==> config.mk <==
export PLATFORM = sky130hd
export DESIGN_NAME = rar_ctrl
export DESIGN_NICKNAME = d
export VERILOG_FILES = /design/src/design/rar_pkg.sv /design/src/design/rar_ctrl.sv
export SDC_FILE = /design/constraint.sdc
export NUM_CORES = 1
export LEC_CHECK = 0
export ABC_AREA = 1
export BUFFER_PORTS_ARGS = -buffer_cell sky130_fd_sc_hd__buf_2
export CELL_PAD_IN_SITES_DETAIL_PLACEMENT = 0
export CELL_PAD_IN_SITES_GLOBAL_PLACEMENT = 1
export CORE_MARGIN = 2
export CORE_UTILIZATION = 28
export CTS_CLUSTER_SIZE = 10
export DETAILED_ROUTE_END_ITERATION = 8
export PLACE_DENSITY = 0.85
export SYNTH_ARGS = -nofsm -noshare
export SYNTH_HDL_FRONTEND = slang
export SYNTH_SLANG_ARGS = --single-unit
==> constraint.sdc <==
create_clock -name aclk -period 1.5 [get_ports aclk]
set_input_delay 0.225 -clock aclk [delete_from_list [all_inputs] [get_ports aclk]]
set_output_delay 0.225 -clock aclk [all_outputs]
set_load 0.01 [all_outputs]
==> src/design/rar_pkg.sv <==
// rar_pkg: shared types, codes and widths for the rational add/reduce unit
// depends on nothing; used by every module in the design folder
package rar_pkg;

    localparam int unsigned OPERAND_WIDTH_DEFAULT = 32;
    localparam int unsigned FIELD_WIDTH = 32;
    localparam int unsigned MAG_WIDTH = 2 * FIELD_WIDTH + 1;

    typedef enum logic [1:0] {
        KIND_ADD      = 2'd0,
        KIND_EQUALS   = 2'd1,
        KIND_INCR     = 2'd2,
        KIND_SIMPLIFY = 2'd3
    } kind_t;

    typedef enum logic [1:0] {
        STATUS_OK       = 2'd0,
        STATUS_ZERO_DEN = 2'd1,
        STATUS_OVERFLOW = 2'd2
    } status_t;

    // controller to datapath
    typedef struct packed {
        logic load;       // capture operands, decode
        logic mul_step;   // form products
        logic combine;    // form sum magnitude and denominator
        logic gcd_start;  // start divider pass for gcd
        logic div_step;   // one shift-subtract step
        logic gcd_swap;   // x <= y, y <= remainder
        logic quot_start; // divide numerator/denominator by gcd
        logic quot_next;  // second quotient
        logic finish;     // form result
    } rar_cmd_t;

    // datapath to controller
    typedef struct packed {
        logic      early;    // result already known after decode
        logic      div_done;
        logic      y_zero;
    } rar_sts_t;

endpackage

==> src/design/rar_ctrl.sv <==
// rar_ctrl: controller state machine of the rational add/reduce unit
// depends on rar_pkg; drives rar_datapath through command/status structs
module rar_ctrl (
    input  logic              aclk,
    input  logic              aresetn,
    input  logic              s_fire,
    input  logic              m_free,
    input  rar_pkg::rar_sts_t sts,
    output rar_pkg::rar_cmd_t cmd,
    output logic              busy,
    output logic              out_load
);

    typedef enum logic [3:0] {
        ST_IDLE, ST_MUL, ST_COMB, ST_GCD_CHK, ST_GCD_DIV, ST_Q1, ST_Q1_RUN,
        ST_Q2_RUN, ST_FIN, ST_OUT
    } state_t;

    state_t state_reg;

    always_ff @(posedge aclk) begin
        if (!aresetn) begin
            state_reg <= ST_IDLE;
        end else begin
            unique case (state_reg)
                ST_IDLE:    if (s_fire) state_reg <= ST_MUL;
                ST_MUL:     state_reg <= sts.early ? ST_OUT : ST_COMB;
                ST_COMB:    state_reg <= ST_GCD_CHK;
                ST_GCD_CHK: state_reg <= sts.y_zero ? ST_Q1 : ST_GCD_DIV;
                ST_GCD_DIV: if (sts.div_done) state_reg <= ST_GCD_CHK;
                ST_Q1:      state_reg <= ST_Q1_RUN;
                ST_Q1_RUN:  if (sts.div_done) state_reg <= ST_Q2_RUN;
                ST_Q2_RUN:  if (sts.div_done) state_reg <= ST_FIN;
                ST_FIN:     state_reg <= ST_OUT;
                ST_OUT:     if (m_free) state_reg <= ST_IDLE;
                default:    state_reg <= ST_IDLE;
            endcase
        end
    end

    always_comb begin
        cmd = '0;
        cmd.load       = s_fire;
        cmd.mul_step   = (state_reg == ST_MUL);
        cmd.combine    = (state_reg == ST_COMB);
        cmd.gcd_start  = (state_reg == ST_GCD_CHK) && !sts.y_zero;
        cmd.div_step   = (state_reg == ST_GCD_DIV) || (state_reg == ST_Q1_RUN)
                         || (state_reg == ST_Q2_RUN);
        cmd.gcd_swap   = (state_reg == ST_GCD_DIV) && sts.div_done;
        cmd.quot_start = (state_reg == ST_Q1);
        cmd.quot_next  = (state_reg == ST_Q1_RUN) && sts.div_done;
        cmd.finish     = (state_reg == ST_FIN);
    end

    assign busy     = (state_reg != ST_IDLE);
    assign out_load = (state_reg == ST_OUT) && m_free;

endmodule

==> results of run 1 <==
[logic make-up after synthesis]
group,after synthesis,synth area share [%]
AO/OA/AOI/OAI,5,7.08
buffers and inverters,16,15.7
flip-flops,4,19.7
AND/OR/NAND/NOR,44,57.5
[worst max-delay path: stages (launching register included)]
cell	delay, ps
sky130_fd_sc_hd__dfxtp_2	360
sky130_fd_sc_hd__inv_2	70
sky130_fd_sc_hd__nor2_4	130
sky130_fd_sc_hd__nand3_1	140
sky130_fd_sc_hd__nor2_1	100
sky130_fd_sc_hd__buf_2	130
[power by group through the flow]
stage,Combinational (mW),Clock (mW),Sequential (mW)
after CTS,0.188,0.137,0.143
final,0.193,0.135,0.146
after global placement,0.188,0,0.144
after global routing,0.215,0.144,0.148
after detailed placement,0.186,0,0.145
after floorplan,0.136,0,0.140
[timing repair]
action                                  in CTS  in global routing
gates resized for setup                      0                  4
hold buffers                                 0                  0
buffers inserted                             0                  1
endpoints found under the setup margin       0                  3
[worst max-delay path by stage]
stage,to,slack (ps)
finish,cmd[1],100
global route,cmd[6],30
CTS,cmd[1],20
detailed placement,cmd[1],270
global placement,cmd[1],260
floorplan,out_load,400
[per-layer routing]
layer	vias to the layer above	global-route usage, %
met5	-	0
met1	216	13.9
met2	27	19.1
met4	0	13.1
li1	258	-
met3	4	2.59
[cell type report]
class	instances	area, µm²
Fill cell	166	796
Inverter	15	56.3
Multi-Input combinational cell	49	263
Sequential cell	4	85.1
Timing Repair Buffer	18	92.6
Tap cell	15	18.8
Clock buffer	3	22.5
[layout by cell type (no fill, tap or decap)]
master / n
sky130_fd_sc_hd__nor3_1: 3
sky130_fd_sc_hd__a21oi_2: 1
sky130_fd_sc_hd__inv_1: 11
sky130_fd_sc_hd__a21oi_1: 3
sky130_fd_sc_hd__inv_2: 3
sky130_fd_sc_hd__clkbuf_4: 3
sky130_fd_sc_hd__nor2_2: 2
sky130_fd_sc_hd__nand2_1: 15
sky130_fd_sc_hd__nor2_1: 8
sky130_fd_sc_hd__buf_4: 1
sky130_fd_sc_hd__nand3_2: 3
sky130_fd_sc_hd__nor2_4: 3
sky130_fd_sc_hd__o21ai_0: 1
sky130_fd_sc_hd__nand3_1: 9
sky130_fd_sc_hd__dfxtp_2: 4
sky130_fd_sc_hd__buf_2: 17
sky130_fd_sc_hd__nand3b_2: 1
sky130_fd_sc_hd__clkinv_1: 1
==> impl_table.tex, run 1 <==
\begin{tabular}{lr}
\hline
Metric & Value \\
\hline
\multicolumn{2}{l}{\textbf{Timing}} \\
Final hold violations & 0 \\
Clock skew after layout & 0.598 ps \\
Setup repair after global routing missed its margin & false \\
Slew Viols, Final & 0 \\
Summed negative setup slack over all endpoints & 0 ps \\
Actual transition at the worst max-transition pin & 215 ps \\
Number of setup violations in the final report & 0 \\
Slew Limit Headroom & 85.7\% \\
Final hold slack & 262 ps \\
Shortest clock period the worst path allows after layout & 1400 ps \\
Period utilisation layout & 93.5\% \\
Maximum frequency from static timing analysis & 0.713 GHz \\
Worst setup slack after layout & 98.0 ps \\
\multicolumn{2}{l}{\textbf{Worst setup path}} \\
Setup CP Type & reg2out \\
Worst r2r path cells & 6 \\
Biggest fanout along the worst timing path & 5 \\
Setup slack of the most critical reg-to-reg path & 350 ps \\
Reg-to-reg startpoint & state\_reg[2] \\
Worst endpoint required time & 1270 ps \\
CP endpoint kind & primary output \\
Critical path launch point & state\_reg[2] \\
Arr. time, crit path & 1180 ps \\
Reg-to-reg critical path endpoint & state\_reg[1] \\
Worst Setup Start Kind & flop \\
\multicolumn{2}{l}{\textbf{Synthesis}} \\
Number of synthesized register bits & 4 \\
Cell types with the largest area share after synthesis & sky130\_fd\_sc\_hd\_\_dfxtp\_1, sky130\_fd\_sc\_hd\_\_nand2\_1, sky130\_fd\_sc\_hd\_\_nand3\_1 \\
Prevailing post-synth register cell & sky130\_fd\_sc\_hd\_\_dfxtp\_1 \\
Most numerous cell types in the synthesized netlist & sky130\_fd\_sc\_hd\_\_nand2\_1, sky130\_fd\_sc\_hd\_\_inv\_1, sky130\_fd\_sc\_hd\_\_nand3\_1 \\
Count of cell types in the netlist & 16 \\
Synthesized net count & 76 \\
Area share of the largest cell type after synthesis & 19.7\% \\
Post-synthesis async set-or-reset flop share & 0\% \\
Number of flops mapped to enable cells by yosys & 0 \\
Sequential cell area fraction in the yosys report & 19.7\% \\
Dominant cell by count in the synthesized netlist & sky130\_fd\_sc\_hd\_\_nand2\_1 \\
Post-synthesis area per instance & 5.89 µm² \\
Cell taking the most area after synthesis & sky130\_fd\_sc\_hd\_\_dfxtp\_1 \\
Netlist area before placement & 407 µm² \\
Number of warnings reported in the yosys synthesis log & 0 \\
Count of mapped cells out of synthesis & 69 \\
\multicolumn{2}{l}{\textbf{Detailed routing}} \\
Remaining design rule violation count & 0 \\
Antenna-violating nets left & 0 \\
Length of routed met2 wiring & 454 µm \\
Overall via count from detail\_route & 505 \\
Routed len/inst & 10.2 µm \\
Count of routing violations after the opening detailed-route iteration & 13 \\
Met3 Routed Length & 85 µm \\
Highest metal used & met4 \\
First-pass DRT Iterations & 6 \\
Routed length on met1 & 483 µm \\
Total Routed Length & 1060 µm \\
Via density per instance & 4.86 \\
\multicolumn{2}{l}{\textbf{Floorplanning}} \\
I/O pin total & 18 \\
Initial core utilization & 30.5\% \\
Core outline area & 0.00133 mm² \\
Die width & 42.1 µm \\
Number of rows created at floorplan & 13 \\
Die outline area & 0.00177 mm² \\
DIE HEIGHT & 42.1 µm \\
\multicolumn{2}{l}{\textbf{Clocking}} \\
CTS Root Cell & sky130\_fd\_sc\_hd\_\_clkbuf\_4 \\
Worst-Skew Late Latency & 230 ps \\
Total CTS buffers & 3 \\
Clock tree buffer depth & 2 \\
Number of clock sinks & 4 \\
Level count of the clock H-tree & 1 \\
TritonCTS clock tree & done \\
Clock transition time at the flip-flop clock pins of the worst setup and hold paths & 40 ps \\
\multicolumn{2}{l}{\textbf{Power}} \\
Portion of total power attributed to the clock network & 28.5\% \\
Leak pwr & 0.323 nW \\
Switching pwr & 187 µW \\
Ratio of total power to cell area & 879 mW/mm² \\
Seq pwr share & 30.8\% \\
Part of the power in combinational logic & 40.7\% \\
Cell Int Power & 286 µW \\
Total power after layout & 473 µW \\
Switching power as a share of total power & 39.5\% \\
Maximum VDD drop & 0.000420 V \\
\multicolumn{2}{l}{\textbf{Placement}} \\
Detail Placement HPWL & 806 µm \\
Quantity of I/O buffers inserted on ports & 17 \\
Total placed cells including tap cells & 100 \\
Cell Area, Placed & 503 µm² \\
Weighted congestion reported at the end of routability-driven placement & 0.839 \\
Pre-CTS setup slack & 268 ps \\
\multicolumn{2}{l}{\textbf{Outcome}} \\
Run status & finished clean \\
\multicolumn{2}{l}{\textbf{Final layout}} \\
Post-layout instance count excluding filler cells & 104 \\
Share of final-layout standard cells stronger than drive strength 1 & 42.7\% \\
Number of nets at the end of the flow & 98 \\
Flip-flop count of the largest register, all copies and words added & 4 \\
Layout Utilization & 40.3\% \\
Area growth from synthesis to layout & 32.3\% \\
Antenna Cells & 0 \\
Final instance area & 538 µm² \\
\multicolumn{2}{l}{\textbf{Global route}} \\
Total routing usage reported by global routing & 12.6\% \\
Vias in the first global route & 418 \\
Initial antenna violation count & 0 \\
Pin count of the biggest net entering global routing & 8 \\
Global route total overflow & 0 \\
First-pass GRT wire length & 1620 µm \\
\multicolumn{2}{l}{\textbf{Hold path}} \\
Hold Path Class & in2reg \\
Cell depth of the worst min-delay path & 3 \\
Beginning of the worst hold path & aresetn \\
Hold Path Sink & state\_reg[0] \\
\multicolumn{2}{l}{\textbf{Flow run}} \\
Total of max-cap violations & 0 \\
\hline
\end{tabular}
No activity file was read; power rests on OpenSTA's default activity.
==> run 2, diff against run 1 <==
==> constraint.sdc (replaced) <==
create_clock -name aclk -period 1.5 [get_ports aclk]
set_input_delay 0.45 -clock aclk [delete_from_list [all_inputs] [get_ports aclk]]
set_output_delay 0.45 -clock aclk [all_outputs]
set_load 0.01 [all_outputs]
==> run 2 against run 1 <==
  * The flow now finishes with violations (setup timing)
  * Sequential share of layout area decreased by 1.9 points
  * Highest routed layer unchanged
  * Final area grew 27%
  * Fmax fell by 9.3%
  * Utilization is 11 points higher
  * Critical endpoint is now busy
  * Critical path depth down 1
  * Register-to-register slack got worse by 80 ps
  * Clock skew rose by 0.74 ps
  * Routed wire length grew 11%
==> impl_table.tex, run 2 (synthesis gave the netlist of run 1 again) <==
\begin{tabular}{lr}
\hline
Metric & Value \\
\hline
\multicolumn{2}{l}{\textbf{Clocking}} \\
Number of clock sinks & 4 (unchanged) \\
TritonCTS clock tree & done \\
CTS Root Cell & sky130\_fd\_sc\_hd\_\_clkbuf\_4 \\
Clock tree buffer depth & 2 (unchanged) \\
Hold\_buf cts & 0 (unchanged) \\
Level count of the clock H-tree & 1 (unchanged) \\
Total CTS buffers & 3 (unchanged) \\
Worst-Skew Late Latency & 240 ps (about the same) \\
Clock transition time at the flip-flop clock pins of the worst setup and hold paths & 40 ps (about the same) \\
\multicolumn{2}{l}{\textbf{Global route}} \\
Vias in the first global route & 457 (+9.3\%) \\
Global route total overflow & 0 (unchanged) \\
First-pass GRT wire length & 1840 µm (+13\%) \\
Pin count of the biggest net entering global routing & 8 (unchanged) \\
Total routing usage reported by global routing & 13.4\% (+0.88 points) \\
Initial antenna violation count & 0 (unchanged) \\
\multicolumn{2}{l}{\textbf{Power}} \\
Switching pwr & 215 µW (+15\%) \\
Switching power as a share of total power & 39.2\% (-0.24 points) \\
Leak pwr & 0.377 nW (+16\%) \\
Cell Int Power & 334 µW (+17\%) \\
Portion of total power attributed to the clock network & 24.4\% (-4.1 points) \\
Part of the power in combinational logic & 47.6\% (+6.9 points) \\
Maximum VDD drop & 0.000317 V (-25\%) \\
Seq pwr share & 28.0\% (-2.8 points) \\
Ratio of total power to cell area & 805 mW/mm² (-8.4\%) \\
\multicolumn{2}{l}{\textbf{Timing}} \\
Slew Limit Headroom & 87.9\% (+2.2 points) \\
Worst setup slack after layout & -45.7 ps (-144 ps) \\
Slew Viols, Final & 0 (unchanged) \\
Setup repair after global routing missed its margin & true \\
Period utilisation layout & 103\% (+9.6 points) \\
Clock skew after layout & 1.34 ps (+0.745 ps) \\
Summed negative setup slack over all endpoints & -131 ps (-131 ps) \\
Maximum frequency from static timing analysis & 0.647 GHz (-9.3\%) \\
Final hold violations & 0 (unchanged) \\
Actual transition at the worst max-transition pin & 180 ps (-34.4 ps) \\
Number of setup violations in the final report & 5 (+5) \\
Shortest clock period the worst path allows after layout & 1550 ps (+144 ps) \\
\multicolumn{2}{l}{\textbf{Detailed routing}} \\
Overall via count from detail\_route & 515 (+2.0\%) \\
Total Routed Length & 1170 µm (+11\%) \\
Antenna-violating nets left & 0 (unchanged) \\
First-pass DRT Iterations & 4 (-2) \\
Remaining design rule violation count & 0 (unchanged) \\
Routed len/inst & 10.2 µm (about the same) \\
Via density per instance & 4.48 (-7.8\%) \\
Count of routing violations after the opening detailed-route iteration & 5 (-8) \\
\multicolumn{2}{l}{\textbf{Worst setup path}} \\
Arr. time, crit path & 1100 ps (-80 ps) \\
CP endpoint kind & primary output \\
Worst endpoint required time & 1050 ps (-220 ps) \\
Critical path launch point & state\_reg[3] \\
Reg-to-reg startpoint & state\_reg[0] \\
Setup CP Type & reg2out \\
Biggest fanout along the worst timing path & 4 (-1) \\
Worst Setup Start Kind & flop \\
\multicolumn{2}{l}{\textbf{Floorplanning}} \\
I/O pin total & 18 (unchanged) \\
Die width & 42.1 µm (unchanged) \\
Initial core utilization & 30.5\% (unchanged) \\
DIE HEIGHT & 42.1 µm (unchanged) \\
Core outline area & 0.00133 mm² (unchanged) \\
Number of rows created at floorplan & 13 (unchanged) \\
Die outline area & 0.00177 mm² (unchanged) \\
\multicolumn{2}{l}{\textbf{Final layout}} \\
Combined flip-flop and latch cell area & 95.1 µm² (+12\%) \\
Highest-count cells in the layout ignoring fill and taps & sky130\_fd\_sc\_hd\_\_buf\_2, sky130\_fd\_sc\_hd\_\_nand2\_1, sky130\_fd\_sc\_hd\_\_buf\_4 \\
Antenna Cells & 0 (unchanged) \\
Layout Utilization & 51.1\% (+11 points) \\
Number of nets at the end of the flow & 109 (+11\%) \\
Combined area of the multi-input logic cells & 303 µm² (+15\%) \\
Number of inserted filler cells in the final layout & 145 (-13\%) \\
Flip-flop count of the largest register, all copies and words added & 4 (unchanged) \\
Share of final-layout standard cells stronger than drive strength 1 & 62.0\% (+19 points) \\
Area growth from synthesis to layout & 67.7\% \\
Leading cell type in the layout, fill and taps excluded & sky130\_fd\_sc\_hd\_\_buf\_2 \\
\multicolumn{2}{l}{\textbf{Placement}} \\
Detail Placement HPWL & 826 µm (+2.6\%) \\
Quantity of I/O buffers inserted on ports & 17 (unchanged) \\
Weighted congestion reported at the end of routability-driven placement & 0.836 (-0.38\%) \\
\multicolumn{2}{l}{\textbf{Outcome}} \\
Run status & complete, but fails checks \\
Violated checks & setup timing \\
\multicolumn{2}{l}{\textbf{Hold path}} \\
Beginning of the worst hold path & aresetn \\
Hold Path Class & in2reg \\
\multicolumn{2}{l}{\textbf{Flow run}} \\
Total of max-cap violations & 0 (unchanged) \\
\hline
\end{tabular}
==> run 2: metal layers <==
metal	part of all wire [%]	up-vias	track usage [%]
li1	-	280	-
met2	51	16	23.1
met4	1.6	0	7.50
met3	5.0	2	1.29
met5	0	-	0
met1	43	217	16.2
==> run 2: layout make-up <==
cell class	instances	area share, %
Inverter	15	8.99
Timing Repair Buffer	29	26.6
Tap cell	15	2.75
Sequential cell	4	13.9
Multi-Input combinational cell	49	44.4
Clock buffer	3	3.30
==> run 2: through the flow <==
stage / setup slack (ps) / hold slack [ps] / instance area, µm² / std cells / total power, mW
3_3_place_gp: 52.5 / 573 / 510 / 101 / 0.334
3_5_place_dp: 54.5 / 574 / 510 / 101 / 0.333
2_1_floorplan: 174 / 539 / 407 / 69 / 0.277
5_1_grt: -116 / 503 / 682 / 115 / 0.589
4_1_cts: -45.9 / 479 / 633 / 112 / 0.525
6_report: -45.7 / 479 / 682 / 115 / 0.549
==> run 2: worst paths after layout <==
kind	end	slack [ps]	cells after the start
max	busy	-50	4
min	state_reg[1]	480	3
max reg2reg	state_reg[3]	270	8
min reg2reg	state_reg[0]	560	2
==> run 2: power by group through the flow <==
| stage | Clock (mW) | Sequential [mW] | Combinational (mW) |
|---|---|---|---|
| 6_report | 0.134 | 0.154 | 0.261 |
| 5_1_grt | 0.142 | 0.157 | 0.290 |
| 4_1_cts | 0.137 | 0.150 | 0.238 |
| 3_5_place_dp | 0 | 0.145 | 0.188 |
| 3_3_place_gp | 0 | 0.144 | 0.190 |
| 2_1_floorplan | 0 | 0.140 | 0.136 |
==> run 2: repair_timing <==
item,CTS,global route
endpoints found under the setup margin,10,10
setup buffers,8,3
pin swaps,4,4
resized for setup,16,9
==> run 2: worst max-delay path, cell delays in order, from the launching register on <==
cell and delay, ps:
sky130_fd_sc_hd__dfxtp_4 360, sky130_fd_sc_hd__nor2_4 170, sky130_fd_sc_hd__buf_4 150, sky130_fd_sc_hd__nand2_1 40, sky130_fd_sc_hd__buf_2 130
==> run 3, diff against run 2 <==
--- a/config.mk
+++ b/config.mk
@@ -13,6 +13,7 @@
 export CORE_UTILIZATION = 28
 export CTS_CLUSTER_SIZE = 10
 export DETAILED_ROUTE_END_ITERATION = 8
+export GPL_TIMING_DRIVEN = 0
 export PLACE_DENSITY = 0.85
 export SYNTH_ARGS = -nofsm -noshare
 export SYNTH_HDL_FRONTEND = slang
==> run 3 against run 2 <==
  * The run still ends with setup timing left
  * Clock skew is 0.88 ps lower
  * Clock power down 5%
  * Cell count shrank 4.3%
  * Largest power group unchanged
==> impl_table.tex, run 3 (synthesis gave the netlist of run 1 again) <==
\begin{tabular}{lr}
\hline
Metric & Value \\
\hline
\multicolumn{2}{l}{\textbf{Placement}} \\
Weighted congestion reported at the end of routability-driven placement & 0.843 (+0.79\%) \\
Detail Placement HPWL & 806 µm (-2.5\%) \\
Quantity of I/O buffers inserted on ports & 17 (unchanged) \\
\multicolumn{2}{l}{\textbf{Clocking}} \\
Total CTS buffers & 3 (unchanged) \\
CTS Root Cell & sky130\_fd\_sc\_hd\_\_clkbuf\_4 \\
TritonCTS clock tree & done \\
Worst-Skew Late Latency & 230 ps (about the same) \\
Clock transition time at the flip-flop clock pins of the worst setup and hold paths & 30 ps (about the same) \\
Level count of the clock H-tree & 1 (unchanged) \\
Clock tree buffer depth & 2 (unchanged) \\
Number of clock sinks & 4 (unchanged) \\
Hold\_buf cts & 0 (unchanged) \\
\multicolumn{2}{l}{\textbf{Worst setup path}} \\
Worst Setup Start Kind & flop \\
Reg-to-reg startpoint & state\_reg[3] \\
Biggest fanout along the worst timing path & 5 (+1) \\
Critical-path cell list & inv\_4, nor2\_4, nand3\_2, nor2\_2, buf\_2 \\
Slowest cell on the critical path & sky130\_fd\_sc\_hd\_\_dfxtp\_4 \\
Setup slack of the most critical reg-to-reg path & 250 ps (-20 ps) \\
Delay of the slowest cell on the worst path & 370 ps (about the same) \\
Reg-to-reg critical path endpoint & state\_reg[1] \\
Worst endpoint required time & 1050 ps (about the same) \\
End point of the critical path & cmd[1] \\
CP endpoint kind & primary output \\
Setup CP Type & reg2out \\
Worst r2r path cells & 8 (unchanged) \\
Arr. time, crit path & 1130 ps (+30 ps) \\
Critical path launch point & state\_reg[2] \\
\multicolumn{2}{l}{\textbf{Detailed routing}} \\
Remaining design rule violation count & 0 (unchanged) \\
Antenna-violating nets left & 0 (unchanged) \\
Count of routing violations after the opening detailed-route iteration & 26 (+21) \\
First-pass DRT Iterations & 4 (unchanged) \\
Overall via count from detail\_route & 513 (-0.39\%) \\
Total Routed Length & 1060 µm (-9.5\%) \\
Via density per instance & 4.66 (+4.1\%) \\
Routed len/inst & 9.63 µm (-5.4\%) \\
\multicolumn{2}{l}{\textbf{Flow run}} \\
Total of max-cap violations & 0 (unchanged) \\
\multicolumn{2}{l}{\textbf{Final layout}} \\
Flip-flop count of the largest register, all copies and words added & 4 (unchanged) \\
Number of nets at the end of the flow & 104 (-4.6\%) \\
Layout Utilization & 48.0\% (-3.1 points) \\
Antenna Cells & 0 (unchanged) \\
Share of final-layout standard cells stronger than drive strength 1 & 55.8\% (-6.2 points) \\
Area growth from synthesis to layout & 57.5\% \\
Leading cell type in the layout, fill and taps excluded & sky130\_fd\_sc\_hd\_\_buf\_2 \\
Highest-count cells in the layout ignoring fill and taps & sky130\_fd\_sc\_hd\_\_buf\_2, sky130\_fd\_sc\_hd\_\_nand2\_1, sky130\_fd\_sc\_hd\_\_nand3\_1, sky130\_fd\_sc\_hd\_\_inv\_1, sky130\_fd\_sc\_hd\_\_nor2\_1 \\
\multicolumn{2}{l}{\textbf{Hold path}} \\
Hold Path Class & in2reg \\
Beginning of the worst hold path & aresetn \\
\multicolumn{2}{l}{\textbf{Global route}} \\
Initial antenna violation count & 0 (unchanged) \\
Global route total overflow & 0 (unchanged) \\
Pin count of the biggest net entering global routing & 8 (unchanged) \\
Total routing usage reported by global routing & 11.8\% (-1.7 points) \\
First-pass GRT wire length & 1650 µm (-10\%) \\
Vias in the first global route & 429 (-6.1\%) \\
\multicolumn{2}{l}{\textbf{Floorplanning}} \\
Number of rows created at floorplan & 13 (unchanged) \\
I/O pin total & 18 (unchanged) \\
DIE HEIGHT & 42.1 µm (unchanged) \\
Initial core utilization & 30.5\% (unchanged) \\
Die width & 42.1 µm (unchanged) \\
Die outline area & 0.00177 mm² (unchanged) \\
Core outline area & 0.00133 mm² (unchanged) \\
\multicolumn{2}{l}{\textbf{Timing}} \\
Slew Limit Headroom & 88.4\% (+0.58 points) \\
Shortest clock period the worst path allows after layout & 1580 ps (+34.8 ps) \\
Slew Viols, Final & 0 (unchanged) \\
Setup repair after global routing missed its margin & true \\
Number of setup violations in the final report & 5 (unchanged) \\
Summed negative setup slack over all endpoints & -179 ps (-48.1 ps) \\
Actual transition at the worst max-transition pin & 172 ps (-8.58 ps) \\
Worst setup slack after layout & -80.5 ps (-34.8 ps) \\
Clock skew after layout & 0.460 ps (-0.883 ps) \\
Period utilisation layout & 105\% (+2.3 points) \\
Maximum frequency from static timing analysis & 0.633 GHz (-2.2\%) \\
Final hold violations & 0 (unchanged) \\
\multicolumn{2}{l}{\textbf{Power}} \\
Maximum VDD drop & 0.000272 V (-14\%) \\
Ratio of total power to cell area & 840 mW/mm² (+4.4\%) \\
Leak pwr & 0.356 nW (-5.4\%) \\
\multicolumn{2}{l}{\textbf{Outcome}} \\
Violated checks & setup timing \\
Run status & complete, but fails checks \\
\hline
\end{tabular}
run 3: repair_timing:
item | in CTS | in global routing
buffers inserted | 5 | 1
setup endpoints to repair | 10 | 9
pin swaps | 5 | 4
gates resized for setup | 16 | 7
run 3: final cells by class:
class	instances	area [µm²]
Timing Repair Buffer	23	140
Tap cell	15	18.8
Buffer	1	7.51
Fill cell	147	693
Multi-Input combinational cell	49	295
Clock buffer	3	22.5
Inverter	15	61.3
Sequential cell	4	95.1
run 3: how the worst min path moves through the flow:
| stage | depth (start not counted) | to | slack, ps |
|---|---|---|---|
| after floorplan | 2 | state_reg[0] | 540 |
| after global placement | 2 | state_reg[0] | 600 |
| after detailed placement | 2 | state_reg[0] | 600 |
| after CTS | 3 | state_reg[0] | 490 |
| after global routing | 3 | state_reg[0] | 520 |
| final | 3 | state_reg[0] | 490 |
run 3: report_power, final:
part	switching, mW	internal (mW)	total [mW]	leakage [nW]
registers	0.0341	0.121	0.155	0.0356
logic	0.134	0.123	0.257	0.307
clock network	0.0376	0.0890	0.127	0.0138
total	0.206	0.332	0.538	0.356
run 3: stage by stage:
stage | hold slack [ps] | worst slack (ps) | power [mW] | std cells | instance area (µm²)
6_report | 493 | -80.5 | 0.538 | 110 | 641
3_5_place_dp | 600 | 70.3 | 0.334 | 101 | 510
4_1_cts | 494 | -63.6 | 0.508 | 109 | 603
3_3_place_gp | 596 | 69.7 | 0.334 | 101 | 510
5_1_grt | 525 | -143 | 0.578 | 110 | 641
2_1_floorplan | 539 | 174 | 0.277 | 69 | 407
run 3: per-layer routing:
metal,vias to the layer above,part of all wire (%),global-route usage (%)
met5,-,0,0
met4,0,0.76,6.88
met3,2,5.8,1.72
met2,20,46,19.1
met1,224,47,14.7
li1,267,-,-
run 3: worst max-delay path, delay by kind of cell, from the launching register on:
| kind | cells | cell delay [ps] |
|---|---|---|
| DFF | 1 | 370 |
| and+or+nand+nor | 3 | 370 |
| buffers and inverters | 2 | 170 |
